`src/rtl/core/lws_pkg.sv`:
```
// ----------------------------------------------------------------------------
// Latency window statistics package
// Shared widths, reset values, register indexes and the status bundle that
// the serial accumulator hands to the controller.
// ----------------------------------------------------------------------------
package lws_pkg;

  localparam int SUM_BITS       = 64;
  localparam int STEP_BITS      = $clog2(SUM_BITS);
  localparam int LIMIT_BITS     = 32;
  localparam int COUNT_BITS     = 16;
  localparam int AVG_BITS       = 48;
  localparam int CFG_INDEX_BITS = 2;
  localparam int CFG_DATA_BITS  = 32;

  localparam logic [STEP_BITS-1:0]  STEP_LAST = STEP_BITS'(SUM_BITS - 1);

  localparam logic [LIMIT_BITS-1:0] LOW_LIMIT_RESET    = 32'd1500;
  localparam logic [LIMIT_BITS-1:0] MID_LIMIT_RESET    = 32'd2250;
  localparam logic [LIMIT_BITS-1:0] HIGH_LIMIT_RESET   = 32'd3750;
  localparam logic [COUNT_BITS-1:0] WINDOW_LIMIT_RESET = 16'd1000;

  typedef enum logic [CFG_INDEX_BITS-1:0] {
    REG_LOW_LIMIT,
    REG_MID_LIMIT,
    REG_HIGH_LIMIT,
    REG_WINDOW_LIMIT
  } cfg_reg_t;

  typedef struct packed {
    logic done;
    logic below_low;
    logic below_mid;
    logic below_high;
  } acc_status_t;

endpackage

```
`src/rtl/core/lws_acc.sv`:
```
// ----------------------------------------------------------------------------
// Bit-serial latency accumulator
// Walks one bit per cycle, LSB first: subtracts the timestamps, adds the
// latency into the window sum and compares it against the three limits.
// ----------------------------------------------------------------------------
module lws_acc
  import lws_pkg::*;
#(
  parameter int TIME_BITS = 48
) (
  input  logic                  clk,
  input  logic                  rst,
  input  logic                  start,
  input  logic                  clear,
  input  logic [TIME_BITS-1:0]  request_time,
  input  logic [TIME_BITS-1:0]  reply_time,
  input  logic [LIMIT_BITS-1:0] low_limit,
  input  logic [LIMIT_BITS-1:0] mid_limit,
  input  logic [LIMIT_BITS-1:0] high_limit,
  output logic [SUM_BITS-1:0]   sum,
  output acc_status_t           status
);

  logic                  busy;
  logic                  done;
  logic [STEP_BITS-1:0]  step;
  logic [TIME_BITS-1:0]  req_sh;
  logic [TIME_BITS-1:0]  rep_sh;
  logic [LIMIT_BITS-1:0] low_sh;
  logic [LIMIT_BITS-1:0] mid_sh;
  logic [LIMIT_BITS-1:0] high_sh;
  logic                  borrow;
  logic                  carry;
  logic                  lt_low;
  logic                  lt_mid;
  logic                  lt_high;

  logic in_range;
  logic lat_bit;
  logic borrow_next;
  logic sum_bit;
  logic carry_next;

  // LSB-first less-than: a higher equal bit keeps the verdict of the lower bits
  function automatic logic lt_step(input logic a, input logic b, input logic lt);
    return (~a & b) | (~(a ^ b) & lt);
  endfunction

  always_comb begin
    in_range    = {1'b0, step} < (STEP_BITS + 1)'(TIME_BITS);
    lat_bit     = in_range & (rep_sh[0] ^ req_sh[0] ^ borrow);
    borrow_next = (~rep_sh[0] & req_sh[0]) | (~(rep_sh[0] ^ req_sh[0]) & borrow);
    sum_bit     = sum[0] ^ lat_bit ^ carry;
    carry_next  = (sum[0] & lat_bit) | (carry & (sum[0] ^ lat_bit));
  end

  always_ff @(posedge clk) begin
    if (rst) begin
      busy <= 1'b0;
      done <= 1'b0;
      sum  <= '0;
    end else begin
      done <= 1'b0;
      if (start) begin
        busy    <= 1'b1;
        step    <= '0;
        req_sh  <= request_time;
        rep_sh  <= reply_time;
        low_sh  <= low_limit;
        mid_sh  <= mid_limit;
        high_sh <= high_limit;
        borrow  <= 1'b0;
        carry   <= 1'b0;
        lt_low  <= 1'b0;
        lt_mid  <= 1'b0;
        lt_high <= 1'b0;
      end else if (busy) begin
        req_sh  <= req_sh >> 1;
        rep_sh  <= rep_sh >> 1;
        low_sh  <= low_sh >> 1;
        mid_sh  <= mid_sh >> 1;
        high_sh <= high_sh >> 1;
        borrow  <= borrow_next;
        carry   <= carry_next;
        lt_low  <= lt_step(lat_bit, low_sh[0], lt_low);
        lt_mid  <= lt_step(lat_bit, mid_sh[0], lt_mid);
        lt_high <= lt_step(lat_bit, high_sh[0], lt_high);
        // rotate the sum through the adder, one bit per cycle
        sum     <= {sum_bit, sum[SUM_BITS-1:1]};
        step    <= step + 1'b1;
        if (step == STEP_LAST) begin
          busy <= 1'b0;
          done <= 1'b1;
        end
      end
      if (clear) begin
        sum <= '0;
      end
    end
  end

  assign status = '{done: done, below_low: lt_low, below_mid: lt_mid,
                    below_high: lt_high};

endmodule

```
`src/rtl/core/lws_div.sv`:
```
// ----------------------------------------------------------------------------
// Serial divider
// Restoring radix-2 division of the window sum by the sample count,
// one quotient bit per cycle.
// ----------------------------------------------------------------------------
module lws_div
  import lws_pkg::*;
(
  input  logic                  clk,
  input  logic                  rst,
  input  logic                  start,
  input  logic [SUM_BITS-1:0]   dividend,
  input  logic [COUNT_BITS-1:0] divisor,
  output logic [SUM_BITS-1:0]   quotient,
  output logic                  done
);

  logic                  busy;
  logic [STEP_BITS-1:0]  step;
  logic [COUNT_BITS-1:0] dsor;
  logic [COUNT_BITS-1:0] rem;
  logic [COUNT_BITS:0]   trial;
  logic                  fits;

  always_comb begin
    trial = {rem, quotient[SUM_BITS-1]};
    fits  = trial >= {1'b0, dsor};
  end

  always_ff @(posedge clk) begin
    if (rst) begin
      busy <= 1'b0;
      done <= 1'b0;
    end else begin
      done <= 1'b0;
      if (start) begin
        busy     <= 1'b1;
        step     <= '0;
        dsor     <= divisor;
        rem      <= '0;
        quotient <= dividend;
      end else if (busy) begin
        // the remainder stays below the divisor, so it fits in COUNT_BITS
        rem      <= fits ? COUNT_BITS'(trial - {1'b0, dsor}) : COUNT_BITS'(trial);
        quotient <= {quotient[SUM_BITS-2:0], fits};
        step     <= step + 1'b1;
        if (step == STEP_LAST) begin
          busy <= 1'b0;
          done <= 1'b1;
        end
      end
    end
  end

endmodule

```
`src/rtl/core/latency_window_statistics.sv`:
```
// Datapath: an accepted request passes through the bit-serial accumulator
// (one bit of the 64-bit sum per cycle); a request that closes a window then
// passes through the serial divider before the report is registered.
// Input stall: raised while the accumulator, the divider or the report hold is busy.
// Reset: synchronous, active high; clears the window, restores limit defaults.
// ----------------------------------------------------------------------------
// Latency window statistics
// Accumulates request/reply latencies per window, bins them against three
// limits and reports the average and bin counts when the window fills.
// ----------------------------------------------------------------------------
module latency_window_statistics
  import lws_pkg::*;
#(
  parameter int TIME_BITS = 48
) (
  input  logic                      clk,
  input  logic                      rst,
  input  logic                      config_write,
  input  logic [CFG_INDEX_BITS-1:0] config_index,
  input  logic [CFG_DATA_BITS-1:0]  config_data,
  input  logic                      in_valid,
  output logic                      in_stall,
  input  logic [TIME_BITS-1:0]      request_time,
  input  logic [TIME_BITS-1:0]      reply_time,
  output logic                      out_valid,
  input  logic                      out_stall,
  output logic [AVG_BITS-1:0]       average_latency,
  output logic [COUNT_BITS-1:0]     low_count,
  output logic [COUNT_BITS-1:0]     mid_count,
  output logic [COUNT_BITS-1:0]     high_count,
  output logic [COUNT_BITS-1:0]     over_count,
  output logic [COUNT_BITS-1:0]     window_samples
);

  typedef enum logic [1:0] {
    S_IDLE,
    S_ACC,
    S_DIV,
    S_HOLD
  } state_t;

  state_t                state;
  logic [LIMIT_BITS-1:0] low_limit;
  logic [LIMIT_BITS-1:0] mid_limit;
  logic [LIMIT_BITS-1:0] high_limit;
  logic [COUNT_BITS-1:0] window_limit;
  logic [COUNT_BITS-1:0] sample_count;
  logic [COUNT_BITS-1:0] low_bin;
  logic [COUNT_BITS-1:0] mid_bin;
  logic [COUNT_BITS-1:0] high_bin;

  logic                  accept;
  logic                  out_free;
  logic                  acc_clear;
  logic                  div_start;
  logic                  div_done;
  logic                  report;
  logic [COUNT_BITS-1:0] count_next;
  logic [SUM_BITS-1:0]   sum;
  logic [SUM_BITS-1:0]   quotient;
  acc_status_t           acc_status;

  assign in_stall  = (state != S_IDLE);
  assign accept    = in_valid & ~in_stall;
  assign out_free  = ~out_valid | ~out_stall;
  assign acc_clear = (state == S_HOLD) & out_free;

  always_comb begin
    count_next = sample_count + 1'b1;
    // a full counter forces the report so nothing can wrap
    report     = (count_next > window_limit) || (count_next == '1);
    div_start  = (state == S_ACC) & acc_status.done & report;
  end

  lws_acc #(
    .TIME_BITS (TIME_BITS)
  ) u_acc (
    .clk          (clk),
    .rst          (rst),
    .start        (accept),
    .clear        (acc_clear),
    .request_time (request_time),
    .reply_time   (reply_time),
    .low_limit    (low_limit),
    .mid_limit    (mid_limit),
    .high_limit   (high_limit),
    .sum          (sum),
    .status       (acc_status)
  );

  lws_div u_div (
    .clk      (clk),
    .rst      (rst),
    .start    (div_start),
    .dividend (sum),
    .divisor  (count_next),
    .quotient (quotient),
    .done     (div_done)
  );

  always_ff @(posedge clk) begin
    if (rst) begin
      state        <= S_IDLE;
      out_valid    <= 1'b0;
      low_limit    <= LOW_LIMIT_RESET;
      mid_limit    <= MID_LIMIT_RESET;
      high_limit   <= HIGH_LIMIT_RESET;
      window_limit <= WINDOW_LIMIT_RESET;
      sample_count <= '0;
      low_bin      <= '0;
      mid_bin      <= '0;
      high_bin     <= '0;
    end else begin
      if (config_write) begin
        case (cfg_reg_t'(config_index))
          REG_LOW_LIMIT:    low_limit    <= config_data;
          REG_MID_LIMIT:    mid_limit    <= config_data;
          REG_HIGH_LIMIT:   high_limit   <= config_data;
          REG_WINDOW_LIMIT: window_limit <= config_data[COUNT_BITS-1:0];
          default: ;
        endcase
      end

      if (out_valid && !out_stall) begin
        out_valid <= 1'b0;
      end

      case (state)
        S_IDLE: begin
          if (accept) begin
            state <= S_ACC;
          end
        end
        S_ACC: begin
          if (acc_status.done) begin
            sample_count <= count_next;
            // first limit that passes takes the sample
            if (acc_status.below_low) begin
              low_bin <= low_bin + 1'b1;
            end else if (acc_status.below_mid) begin
              mid_bin <= mid_bin + 1'b1;
            end else if (acc_status.below_high) begin
              high_bin <= high_bin + 1'b1;
            end
            state <= report ? S_DIV : S_IDLE;
          end
        end
        S_DIV: begin
          if (div_done) begin
            state <= S_HOLD;
          end
        end
        S_HOLD: begin
          // hold the report until the output register frees up
          if (out_free) begin
            out_valid       <= 1'b1;
            average_latency <= quotient[AVG_BITS-1:0];
            low_count       <= low_bin;
            mid_count       <= mid_bin;
            high_count      <= high_bin;
            over_count      <= sample_count - low_bin - mid_bin - high_bin;
            window_samples  <= sample_count;
            sample_count    <= '0;
            low_bin         <= '0;
            mid_bin         <= '0;
            high_bin        <= '0;
            state           <= S_IDLE;
          end
        end
        default: state <= S_IDLE;
      endcase
    end
  end

endmodule

```
`config.mk`:
```
export PLATFORM = sky130hd
export DESIGN_NAME = latency_window_statistics
export DESIGN_NICKNAME = d
export VERILOG_FILES = /design/src/rtl/core/lws_pkg.sv /design/src/rtl/core/lws_acc.sv /design/src/rtl/core/lws_div.sv /design/src/rtl/core/latency_window_statistics.sv
export SDC_FILE = /design/constraint.sdc
export NUM_CORES = 1
export LEC_CHECK = 0
export BUFFER_PORTS_ARGS = -buffer_cell sky130_fd_sc_hd__buf_2
export CORE_MARGIN = 4
export CORE_UTILIZATION = 60
export CTS_CLUSTER_DIAMETER = 100
export DETAILED_ROUTE_END_ITERATION = 8
export PLACE_DENSITY_LB_ADDON = 0.3
export REMOVE_ABC_BUFFERS = 1
export SETUP_SLACK_MARGIN = 0.5
export SLEW_MARGIN = 0
export SYNTH_ARGS = -nofsm -noshare
export SYNTH_HDL_FRONTEND = slang
export SYNTH_SLANG_ARGS = --single-unit
```
`constraint.sdc`:
```
create_clock -name clk -period 14.2 [get_ports clk]
set_clock_uncertainty 0.1 [all_clocks]
set_input_delay 2.84 -clock clk [delete_from_list [all_inputs] [get_ports clk]]
set_output_delay 2.84 -clock clk [all_outputs]
set_load 0.02 [all_outputs]
```
==> flow_summary.ini, run 1 <==
[outcome]
outcome = finished clean

[synthesis]
async_reset_ff_share_pct = 0
yosysUniqueCellTypes = 77
synth-edff-count = 433
ys_seq_area_share_pct = 61.7
synth_top_area_share_pct = 44.7
synth_area_leader_cell = edfxtp_1
synth_area_um2 = 29100
netlist_instances = 2346
synth.avg_cell_area_um2 = 12.4
synth_flop_cell = edfxtp_1
synth_area_leaders = edfxtp_1 (45%), dfxtp_1 (17%), mux2_2 (7.3%), nand2_1 (5.1%), a21oi_1 (3.5%)
ys_ff_latch = 680
yosys_warnings = 0

[global_route]
grt_overflow = 0
grt_max_degree = 87
grt_pass1_wl_um = 96000
grt_pass1_vias = 18300
met2_usage_pct = 37.4
use_met3_pct = 4.85
antenna_found_initial = 15
grtUsageMet1_pct = 29.8
grt_usage_pct = 22.6
busiest_layer = met2

[worst_setup_path]
crit-reg2reg-capture = u_div.quotient[11]
r2r-start = sample_count[1]
cpPeakStageDelay_ns = 0.82
crit_chain = ha_1, and3_1, nand4_1, xnor2_1, ha_1, nand4_1, nor4_1, a22o_1, o41ai_1, o41ai_4, buf_4, o21a_4, buf_4
required_ns = 14.31
worstSetupPathType = reg2reg
reg2reg_depth = 13
rrSetupSlack_ns = 8.86
crit_start = sample_count[1]
crit_arrival_ns = 5.45
slowest_stage = buf_4
crit_fanout = 86
end_kind = register
crit_path_start_kind = register

[route]
first_pass_iters = 6
wl_per_cell_um = 18.3
vias = 18200
detail_route.drc_violations = 0
antenna_left = 0
totalWireLength_um = 59700
vias_per_cell = 5.58
first_iter_violations = 1518

[clock_network]
cts_hold_buffers = 0
cts_setup_buffers = 0
numCtsBuffers = 69
cts.clk_slew.worst_paths_ns = 0.06
clock-sinks = 680
clk_latency_ns = 0.60
cts_root_buffer = clkbuf_16
ctsResizeCount = 0
htree_levels = 3
cts_tree = built
clockBufferDepth = 3

[placement]
dp_hpwl_um = 38800
port_buffers = 264
place.gp.congestion = 0.848

[die]
chipWidth_um = 228
initial_core_util_pct = 60.8
row_count = 80
die_h_um = 228
core_um2 = 47800
die_area_um2 = 52100
io_pins = 265

[layout]
area_delta_synth_final_pct = 13.7
fill_cells = 3342
layout-drive-gt1-share_pct = 25.1
final_common_cell = edfxtp_1
layout_common_cells = edfxtp_1 (433), nand2_1 (397), buf_2 (263), dfxtp_1 (247), a21oi_1 (204)
fin_nets = 2815

[timing]
final-setup-viol-count = 0
fmax_ghz = 0.187
rsz0062_at_grt = false
setup-tns-final_ns = 0
fin_crit_sh_pct = 37.6
drv_slew = 0
period_needed_ns = 5.34
finalHoldViolCount = 0
worst_slew_pin_slew_ns = 1.14
relSlewSlack_pct = 24.3

[job]
max_cap_viol_count = 0

[hold_path]
hp-class = reg2reg
min_path_cells = 0
hp-start = mid_bin[9]
whs_endpoint = mid_count[9]

[power]
cellPowerDensity_nw_per_um2 = 125
finalPower_mw = 4.14
leakage_nw = 12.3
vdd_drop_max_mv = 0.119
## worst max-delay path: cells and delay by family (launching register included)
kind / cells / cell delay [ns]
and+or+nand+nor: 4 / 1.13
buffers and inverters: 2 / 1.39
xor gates and xnor gates: 1 / 0.45
adders and majority gates: 2 / 0.66
DFF: 1 / 0.50
AOI/OAI and AO/OA: 4 / 0.60
## layer usage
layer	up-vias	part of all wire, %
li1	8732	-
met2	500	49
met4	16	2.5
met1	8838	42
met5	-	0.17
met3	119	6.4
## through the flow
step | cell area, µm² | utilization (%) | worst slack (ns) | std cells | hold slack, ns
floorplan | 28500 | - | -2.83 | 2231 | 0.308
finish | 33100 | 69.1 | 8.86 | 3264 | 0.331
global placement | 30800 | 64.4 | 8.53 | 3133 | 0.314
detailed placement | 30800 | 64.4 | 8.48 | 3133 | 0.321
global route | 33100 | 69.1 | 8.57 | 3260 | 0.346
CTS | 33100 | 69.1 | 8.91 | 3257 | 0.336
## state kept, by name, summed over array words and instances, names as in the netlist, 48 cells and up, named ones only
| register | flops |
|---|---|
| u_div.quotient | 64 |
| u_acc.rep_sh | 48 |
| u_acc.sum | 64 |
| u_acc.req_sh | 48 |
| average_latency | 48 |
## cell families (layout without fill, tap and decap cells)
group / after synthesis / after routing / synth area share, %
other: 0 / 7 / 0
DFF: 680 / 680 / 61.7
muxes: 267 / 267 / 11.0
and+or+nand+nor: 686 / 686 / 10.3
xor gates and xnor gates: 82 / 82 / 2.52
adders and majority gates: 91 / 91 / 4.77
AOI/OAI and AO/OA: 307 / 307 / 6.14
buffers and inverters: 233 / 529 / 3.54
## Yosys cell counts (9+ instances only)
cell,count
mux2_2,188
xor2_1,18
nor2_1,112
or3_1,12
fa_1,33
ha_1,58
nand3_1,48
dfxtp_1,247
edfxtp_1,433
xnor2_1,62
nand2_1,398
mux2i_1,16
nor3_1,19
nand4_1,21
o21a_1,12
a21oi_1,204
clkbuf_1,89
mux2_4,60
and3_1,16
o21ai_0,18
inv_1,118
nor2b_1,15
a21o_1,14
a22oi_1,9
## layout make-up
class / instances / area [µm²] / share of cell area, %
Inverter: 118 / 443 / 1.34
Multi-Input combinational cell: 1433 / 10200 / 30.7
Tap cell: 615 / 769 / 2.33
Sequential cell: 680 / 17900 / 54.3
Timing Repair Buffer: 287 / 1500 / 4.52
Clock buffer: 97 / 2030 / 6.13
Antenna cell: 7 / 17.5 / 0.0530
Clock inverter: 27 / 210 / 0.635
## power by group
part | leakage, nW | internal, mW | switching, mW
sequential | 6.07 | 2.16 | 0.0187
combinational | 5.13 | 0.0780 | 0.102
clock | 1.11 | 1.05 | 0.737
total | 12.3 | 3.29 | 0.858
## worst max path at each step
| stage | to | slack [ns] | cells past startpoint |
|---|---|---|---|
| after floorplan | u_acc.busy | -2.83 | 4 |
| after global placement | u_acc.low_sh[9] | 8.53 | 6 |
| after detailed placement | u_acc.low_sh[9] | 8.48 | 6 |
| after CTS | u_div.quotient[1] | 8.91 | 13 |
| after global routing | u_div.quotient[20] | 8.57 | 14 |
| final | u_div.quotient[11] | 8.86 | 13 |
No activity file was read; power rests on OpenSTA's default activity.
==> run 2, diff against run 1 <==
==> constraint.sdc (replaced) <==
create_clock -name clk -period 5.5 [get_ports clk]
set_clock_uncertainty 0.1 [all_clocks]
set_input_delay 1.1 -clock clk [delete_from_list [all_inputs] [get_ports clk]]
set_output_delay 1.1 -clock clk [all_outputs]
set_load 0.02 [all_outputs]
==> run 2 against run 1 <==
Net effect: first-iteration DRC count decreased by 7.8%; clock power increased to 2.5 times the previous value; setup slack got worse by 8.0 ns; register-to-register slack got worse by 8.0 ns; die area unchanged; critical path depth unchanged; non-clock buffer count decreased by 6; via count increased by 0.24%; utilization about the same; total power increased to 2.6 times the previous value; largest cell class unchanged.
==> flow_summary.ini, run 2 (synthesis results as in run 1) <==
[die]
row_count = 80
core_um2 = 47800
io_pins = 265
initial_core_util_pct = 60.8
chipWidth_um = 228
die_area_um2 = 52100
die_h_um = 228

[power]
cellPowerDensity_nw_per_um2 = 321
leakage_nw = 12.3
vdd_drop_max_mv = 0.292

[timing]
worst_slew_pin_slew_ns = 1.20
rsz0062_at_grt = false
finalHoldViolCount = 0
relSlewSlack_pct = 19.6
final-setup-viol-count = 0
period_needed_ns = 4.67
fmax_ghz = 0.214
setup-tns-final_ns = 0
fin_crit_sh_pct = 84.9
drv_slew = 0

[clock_network]
clockBufferDepth = 3
cts.clk_slew.worst_paths_ns = 0.06
numCtsBuffers = 69
cts_root_buffer = clkbuf_16
ctsResizeCount = 0
clock-sinks = 680
htree_levels = 3
cts_setup_buffers = 0
cts_tree = built
cts_hold_buffers = 0
clk_latency_ns = 0.60

[job]
max_cap_viol_count = 0

[worst_setup_path]
critPathBufInv = 1
cp_top_family = simple AND/OR/NAND/NOR gates
crit_path_start_kind = register
crit_start = sample_count[3]
rrSetupSlack_ns = 0.83
cp.depth = 13
cpPeakStageDelay_ns = 0.58
slowest_stage = o41ai_1
crit-reg2reg-capture = u_div.quotient[1]
required_ns = 5.74
end_kind = register
reg2reg_depth = 13
endpoint = u_div.quotient[1]
crit_arrival_ns = 4.91
crit_chain = and4_4, and3_1, and2_2, nand3_1, xnor2_1, ha_1, nand4_1, nor4_1, a22o_1, o41ai_1, o41ai_4, buf_12, mux2_1
worstSetupPathType = reg2reg
crit_fanout = 88
r2r-start = sample_count[3]

[route]
wl_per_cell_um = 18.4
antenna_left = 0
first_pass_iters = 5
vias = 18200
totalWireLength_um = 60200
detail_route.drc_violations = 0
vias_per_cell = 5.60
first_iter_violations = 1400

[placement]
place.gp.congestion = 0.871
port_buffers = 264
dp_hpwl_um = 39900

[global_route]
grt_usage_pct = 22.6
grt_pass1_vias = 18300
grt_pass1_wl_um = 96100
antenna_found_initial = 17
grt_max_degree = 204
grt_overflow = 0

[layout]
area_delta_synth_final_pct = 13.7
layout-drive-gt1-share_pct = 24.9
final_common_cell = edfxtp_1
final_util_pct = 69.1
layout_common_cells = edfxtp_1 (433), nand2_1 (397), buf_2 (263), dfxtp_1 (247), a21oi_1 (204)
top_regs = u_acc.sum x64, u_div.quotient x64
fin_nets = 2809

[hold_path]
min_path_cells = 0
hp-class = reg2reg

[outcome]
outcome = finished clean
run 2: power breakdown:
| group | switching, mW | internal [mW] |
|---|---|---|
| sequential | 0.0486 | 5.57 |
| clock | 1.94 | 2.60 |
| combinational | 0.267 | 0.204 |
run 2: worst reg2reg max path: stages (launching register included):
cell and delay (ns):
dfxtp_1 0.54, and4_4 0.33, and3_1 0.38, and2_2 0.26, nand3_1 0.10, xnor2_1 0.29
ha_1 0.30, nand4_1 0.16, nor4_1 0.10, a22o_1 0.22, o41ai_1 0.58, o41ai_4 0.24
buf_12 0.27, mux2_1 0.56
run 2: layout make-up:
class	instances	area, µm²
Antenna cell	9	22.5
Clock buffer	95	1920
Clock inverter	30	269
Fill cell	3369	14800
Inverter	118	443
Multi-Input combinational cell	1433	10200
Sequential cell	680	17900
Tap cell	615	769
Timing Repair Buffer	281	1530
run 2: layer usage:
layer | global-route usage [%] | up-vias | wire [µm]
met4 | 8.19 | 16 | 1740
li1 | - | 8724 | -
met1 | 29.1 | 8875 | 24900
met3 | 4.73 | 131 | 3620
met2 | 38.2 | 502 | 29700
met5 | 0 | - | 94
run 2: worst min-delay path by stage:
stage | from | end
floorplan | high_bin[9] | high_count[9]
global placement | mid_bin[9] | mid_count[9]
detailed placement | mid_bin[9] | mid_count[9]
CTS | mid_bin[9] | mid_count[9]
global route | mid_bin[9] | mid_count[9]
finish | mid_bin[9] | mid_count[9]
run 2: stage by stage:
step | cell area (µm²) | hold slack, ns | total power, mW | cells | setup WS, ns
6_report | 33100 | 0.329 | 10.6 | 3261 | 0.832
5_1_grt | 33100 | 0.351 | 11.0 | 3258 | 0.641
4_1_cts | 33000 | 0.330 | 10.7 | 3252 | 0.923
3_5_place_dp | 30900 | 0.316 | 6.20 | 3127 | 0.967
3_3_place_gp | 30900 | 0.316 | 6.18 | 3127 | 1.13
2_1_floorplan | 28500 | 0.308 | 6.07 | 2231 | -9.79
